<file path="config.mk">
export PLATFORM = sky130hd
export DESIGN_NAME = awu_sqrt_pipe
export DESIGN_NICKNAME = d
export VERILOG_FILES = /design/src/rtl/core/awu_pkg.sv /design/src/rtl/core/awu_sqrt_pipe.sv
export SDC_FILE = /design/constraint.sdc
export NUM_CORES = 2
export LEC_CHECK = 0
export BUFFER_PORTS_ARGS = -buffer_cell sky130_fd_sc_hd__clkbuf_2
export CORE_ASPECT_RATIO = 1.25
export CORE_MARGIN = 5
export CORE_UTILIZATION = 45
export CTS_CLUSTER_SIZE = 28
export DETAILED_ROUTE_END_ITERATION = 12
export MAX_ROUTING_LAYER = met4
export PLACE_DENSITY_LB_ADDON = 0.3
export SYNTH_ARGS = -nofsm -noshare
export SYNTH_HDL_FRONTEND = slang
export SYNTH_SLANG_ARGS = --single-unit
</file>
<file path="constraint.sdc">
create_clock -name clock -period 16.4 [get_ports clock]
set_input_delay 1.64 -clock clock [delete_from_list [all_inputs] [get_ports clock]]
set_output_delay 1.64 -clock clock [all_outputs]
set_load 0.02 [all_outputs]
</file>
<file path="src/rtl/core/awu_pkg.sv">
package awu_pkg;

   // Field and datapath widths.
   localparam int ADDR_W = 12;
   localparam int WORD_W = 32;
   localparam int LR_W = 16;
   localparam int EPS_W = 32;
   localparam int ACC_W = 64;
   localparam int ROOT_W = 32;
   localparam int NUM_W = 48;
   localparam int CSR_IDX_W = 1;
   localparam int CSR_DATA_W = 32;

   // Pipeline geometry: two root digits and two quotient bits per stage.
   localparam int SQRT_STAGES = ACC_W / 4;
   localparam int DIV_STAGES = NUM_W / 2;

   // Result queue.
   localparam int FIFO_DEPTH = 64;
   localparam int FIFO_PTR_W = 6;
   localparam int FIFO_CNT_W = FIFO_PTR_W + 1;

   // Register indexes.
   localparam logic [CSR_IDX_W-1:0] CSR_LEARNING_RATE = 1'b0;
   localparam logic [CSR_IDX_W-1:0] CSR_EPSILON = 1'b1;

   // Register reset values.
   localparam logic [LR_W-1:0] LR_RESET = 16'd655;
   localparam logic [EPS_W-1:0] EPS_RESET = 32'd43;

   typedef struct packed {
      logic [ADDR_W-1:0] param_address;
      logic signed [WORD_W-1:0] current_weight;
      logic signed [WORD_W-1:0] gradient;
   } req_word_type;

   typedef struct packed {
      logic signed [WORD_W-1:0] new_weight;
      logic [ADDR_W-1:0] out_address;
      logic saturated;
   } rsp_word_type;

   // What travels alongside an item through the root and divide pipes.
   typedef struct packed {
      logic [ADDR_W-1:0] addr;
      logic signed [WORD_W-1:0] weight;
      logic neg;
      logic sat;
      logic p_nz;
   } side_type;

endpackage

</file>
<file path="src/rtl/core/awu_sqrt_pipe.sv">
module awu_sqrt_pipe (
   input  logic                  clock,
   input  logic                  reset,
   input  logic                  in_vld,
   input  logic [63:0]           in_x,
   input  logic [47:0]           in_p,
   input  awu_pkg::side_type     in_side,
   output logic                  out_vld,
   output logic [31:0]           out_root,
   output logic [47:0]           out_p,
   output awu_pkg::side_type     out_side
);
   import awu_pkg::*;

   logic            vld_ff  [SQRT_STAGES];
   logic [63:0]     x_ff    [SQRT_STAGES];
   logic [33:0]     rem_ff  [SQRT_STAGES];
   logic [31:0]     root_ff [SQRT_STAGES];
   logic [47:0]     p_ff    [SQRT_STAGES];
   side_type        side_ff [SQRT_STAGES];

   logic            vld_in  [SQRT_STAGES];
   logic [63:0]     x_in    [SQRT_STAGES];
   logic [33:0]     rem_in  [SQRT_STAGES];
   logic [31:0]     root_in [SQRT_STAGES];
   logic [47:0]     p_in    [SQRT_STAGES];
   side_type        side_in [SQRT_STAGES];

   // Each stage resolves two root bits from the next four radicand bits.
   always_comb begin
      logic [63:0] x;
      logic [33:0] rem;
      logic [31:0] root;
      logic [35:0] rem_sh;
      logic [35:0] trial;
      for (int j = 0; j < SQRT_STAGES; j++) begin
         if (j == 0) begin
            x = in_x;
            rem = '0;
            root = '0;
            vld_in[j] = in_vld;
            p_in[j] = in_p;
            side_in[j] = in_side;
         end else begin
            x = x_ff[j-1];
            rem = rem_ff[j-1];
            root = root_ff[j-1];
            vld_in[j] = vld_ff[j-1];
            p_in[j] = p_ff[j-1];
            side_in[j] = side_ff[j-1];
         end
         for (int k = 0; k < 2; k++) begin
            rem_sh = {rem, x[63:62]};
            trial = {2'b00, root, 2'b01};
            if (rem_sh >= trial) begin
               rem = 34'(rem_sh - trial);
               root = {root[30:0], 1'b1};
            end else begin
               rem = 34'(rem_sh);
               root = {root[30:0], 1'b0};
            end
            x = {x[61:0], 2'b00};
         end
         x_in[j] = x;
         rem_in[j] = rem;
         root_in[j] = root;
      end
   end

   // Stage registers; only the valid bits need a reset.
   always_ff @(posedge clock) begin
      for (int j = 0; j < SQRT_STAGES; j++) begin
         if (reset) begin
            vld_ff[j] <= 1'b0;
         end else begin
            vld_ff[j] <= vld_in[j];
         end
         x_ff[j] <= x_in[j];
         rem_ff[j] <= rem_in[j];
         root_ff[j] <= root_in[j];
         p_ff[j] <= p_in[j];
         side_ff[j] <= side_in[j];
      end
   end

   assign out_vld = vld_ff[SQRT_STAGES-1];
   assign out_root = root_ff[SQRT_STAGES-1];
   assign out_p = p_ff[SQRT_STAGES-1];
   assign out_side = side_ff[SQRT_STAGES-1];

endmodule

</file>
### After elaboration in Yosys (flattened, before gate mapping)

Memories as Yosys holds them, arrays and structs flattened.
Cells that the tools add are included.

* bitwise operators: 16
* multiplexer cells: 83
* add/sub/neg operators: 32
* $lt $le $gt $ge: 32

Operators with widths (number)
* $mux 34: 32
* $ge 36x34->1: 30
* $sub 34x34->34: 30
* $mux 1: 51
* $ge 36x3->1: 1
* $sub 34x3->34: 1
* $or 1x1->1: 16
* $sub 2x1->3 const B: 1
* $ge 2x1->1 const B: 1

* register bits after elaboration: 0
* output and inout bits: 128
* memories kept: 6
* logic and storage cells: 169
* bits in writable memories: 3552

Memory list
* x_ff: depth 16, width 60, read ports 15, clocked after Yosys merged registers in 0, wr ports 16, line awu_sqrt_pipe.sv:16 `logic [63:0] x_ff [SQRT_STAGES];`
* p_ff: depth 16, width 48, read ports 16, clocked after Yosys merged registers in 0, wr ports 16, line awu_sqrt_pipe.sv:19 `logic [47:0] p_ff [SQRT_STAGES];`
* side_ff: depth 16, width 47, read ports 16, clocked after Yosys merged registers in 0, wr ports 16, line awu_sqrt_pipe.sv:20 `side_type side_ff [SQRT_STAGES];`
* rem_ff: depth 16, width 34, read ports 15, clocked after Yosys merged registers in 0, wr ports 16, line awu_sqrt_pipe.sv:17 `logic [33:0] rem_ff [SQRT_STAGES];`
* root_ff: depth 16, width 32, read ports 16, clocked after Yosys merged registers in 0, wr ports 16, line awu_sqrt_pipe.sv:18 `logic [31:0] root_ff [SQRT_STAGES];`
* vld_ff: depth 16, width 1, read ports 16, clocked after Yosys merged registers in 0, wr ports 16, line awu_sqrt_pipe.sv:15 `logic vld_ff [SQRT_STAGES];`

### Longest topological paths before layout

An unclocked memory read counts as a cell.

* word-level depth: 5
* depth in mapped cells: 29
* depth with buffers taken out: 27

### Least setup slack after synthesis

OpenSTA, ideal clock, no wires.

* kind: reg-to-reg
* start: memory root_ff[9][11] (netlist: root_ff[1][43])
* end: memory rem_ff[10][25] (netlist: rem_ff[1][93])
* buffers on the path: 3
* slack: 10.586 ns
* setup time: 0.129 ns
* cell stages (with the launch flop): 28
* data required time: 16.271 ns
* arrival: 5.684 ns
* path through: dfxtp_1 inv_1 ha_1 a21o_1 a21o_1 a21oi_1 nor2b_1 a21oi_1 or2_2 clkbuf_1 inv_1 clkbuf_1 clkbuf_1 nand2_1 o21ai_0 ha_1 and4_1 and3_1 a31oi_1 nor2b_1 a311o_1 a21oi_1 a21bo_2 o31ai_1 a21oi_1 a31oi_1 nand4_1 xor2_1

RTL lines (line)
* from (decl): awu_sqrt_pipe.sv:18
* to (decl): awu_sqrt_pipe.sv:17

==> impl_metrics.ini <==
[hold_path]
min_path_type = reg2reg
hold_path_depth = 0
hp-start = side_ff[0][229]
holdPathEnd = side_ff[0][276]

[cts]
path_clk_slew_ps = 60
postCtsSetupRepairBufs = 0
cts_buffers = 273
cts_num_sinks = 2775
clockRootBuffer = clkbuf_16
clock_tree.htree_level_count = 5
holdBufCountCts = 0
cts-resized-gates = 0
clock_latency_ps = 820
clock_path_buffers = 4
cts_tree = done

[global_routing]
grt_usage = 0.209
gr-total-overflow = 0
grt_max_degree = 57
grt_pass1_vias = 69100
grt_pass1_wl_um = 381000
antenna_found_initial = 7

[pwr]
power_density_nw_per_um2 = 158
p_leak_nw = 50.9
ir_worst_vdd_uv = 134
finalPower_mw = 18.0

[layout]
area_growth_pct = 12.8
final_common_cell = dfxtp_1
drive_gt1_frac = 0.0964
final_cell_mix = 2775 x dfxtp_1, 658 x nand2_1, 621 x nor2_1, 595 x a21oi_1, 558 x ha_1
finalInstanceArea_um2 = 114000
layout.nets = 10700

[floorplanning]
core_area_um2 = 223000
initial_core_util = 0.452
ios = 290
fp.dieH_um = 540
num_rows = 194
die_w_um = 434
die_area_um2 = 234000

[logic_synthesis]
synthTopCellsByArea = dfxtp_1 55%, ha_1 6.9%, xnor2_1 4.1%
synth_seq_cells = 2775
netlist.area_leader.share = 0.550
synth_edf_count = 0
async_flop_share = 0
yosysSeqAreaShare = 0.550
yosysTopAreaCell = dfxtp_1
synth.avg_cell_area_um2 = 10.3
synth_cell_types = 118
syn_inst = 9755
synth_area_um2 = 101000
yosysWarnings = 0
synth_ff_type = dfxtp_1

[detailed_routing]
drt_iter0_markers = 4170
dr_total_vias = 69400
viasPerCell = 5.27
antenna_left = 0
first_pass_iters = 6
wirelength_um = 245000
drc = 0
wire_per_inst_um = 18.7

[sta]
skew_ps = 58.0
period_needed_ps = 8130
rsz0062_at_grt = false
hold_slack_ps = 294
finalSetupViolCount = 0
tightestPinTransition_ps = 1100
max_freq_mhz = 123
fin_ws_ps = 8270
finalMaxSlewViolations = 0
finalHoldViolCount = 0
slew-limit-headroom = 0.269
tns_ps = 0
fin_crit_sh = 0.496

[worst_setup_path]
arrival_ps = 8830
cp_cell_sequence = inv_1, ha_1, a21o_1, o21bai_1, a221o_1, a21o_1, a2111oi_2, nand2_2, inv_1, o21ai_0, ha_1, a21oi_1, o21ai_0, a21oi_1, o22ai_1, a221o_1, a21oi_1, o21ai_0, a21oi_1, a21oi_1, nor4_4, buf_4, mux2_2
r2r_cells = 23
timing.rr.end = rem_ff[1][190]
worst_ep_required_time_ps = 17090
rrSetupSlack_ps = 8270
crit_buf_inv = 3
r2r-start = root_ff[1][141]
path_max_fanout = 42
cp_common_cell = a21oi_1
start_kind = flip-flop
crit_family = compound AO/OA/AOI/OAI gates
cp-end-kind = flip-flop
worstSetupPathType = reg2reg
max_stage_delay_ps = 820
slowest_stage = nor4_4

[placement]
hpwl_um = 191000
gp_congestion = 0.952
portBuffers = 289
post_dp_cell_area_um2 = 105000
place_ws_ps = 8290

[flow_run]
cap_violations = 0

[outcome]
status = finished clean
[cells in the mapped netlist (18+ instances only)]
cell type  number
a31oi_1        71
clkbuf_1      171
nor4b_1        18
o21a_1         93
o31a_1         25
a2111oi_0      18
a211o_1        24
buf_4         132
and3_1         72
o21ai_0       481
or2_2          43
a31o_2         19
and2_1         51
nor2b_1        93
nand3b_1       33
inv_1         461
o21bai_1       56
or3_1          77
o2111ai_1      19
o211ai_1       48
and4_1         32
nand2b_1       96
xnor2_1       476
a211oi_1       55
nand2_1       659
nor4_1        100
nor3b_1        25
nand4_1       138
o31ai_1        73
a21oi_1       596
o21ai_1        31
buf_2          28
or4_1          52
xor2_1        276
ha_1          558
nor3_1        190
mux2_2         67
nor2_1        622
mux2i_1        25
nand3_1       199
a21boi_0       21
dfxtp_1      2775
a21o_1        285
[registers in the layout, summed over array words and instances, names as in the netlist]
register,flops
x_ff,480
side_ff,752
root_ff,272
p_ff,768
vld_ff,16
rem_ff,487
[routing by layer]
layer,vias to the layer above,GRT usage,part of all wire
met2,1761,0.379,0.52
met4,0,0.0974,0.053
met3,605,0.0273,0.041
li1,34500,-,-
met5,-,-,0
met1,32500,0.224,0.39
[worst max-delay path by stage]
stage	slack [ps]	from	cells past startpoint	endpoint
5_1_grt	7720	root_ff[1][141]	24	rem_ff[1][190]
6_report	8270	root_ff[1][141]	23	rem_ff[1][190]
2_1_floorplan	10590	root_ff[1][43]	27	rem_ff[1][93]
4_1_cts	8270	root_ff[1][141]	23	rem_ff[1][190]
3_3_place_gp	8290	root_ff[1][141]	23	rem_ff[1][173]
3_5_place_dp	8290	root_ff[1][141]	23	rem_ff[1][173]
[layout make-up]
class	count	area [µm²]
fillers	20000	109000
flip-flops and latches	2775	55600
multi-input cells	6156	41800
clock buffers	362	7820
well taps	2940	3680
inverters	476	1790
repair buffers	325	1720
clock inverters	110	1530
diodes	13	32.5
[metrics by stage]
step	instances	utilization
finish	13200	0.510
global route	13100	0.510
CTS	13100	0.510
detailed placement	12700	0.468
global placement	12700	0.468
floorplan	9757	-
[cell families after synthesis]
group           synth area share
compound gates             0.135
xor+xnor                  0.0654
fa+ha+maj                 0.0693
buf+inv                   0.0366
flops                      0.550
mux                       0.0118
other cells            0.0000371
simple gates               0.132
[power by group]
| group | switching [mW] | internal, mW |
|---|---|---|
| Clock | 2.53 | 3.87 |
| Sequential | 0.529 | 7.45 |
| Combinational | 2.20 | 1.45 |
Note: power is estimated with default switching activity, not from simulation.
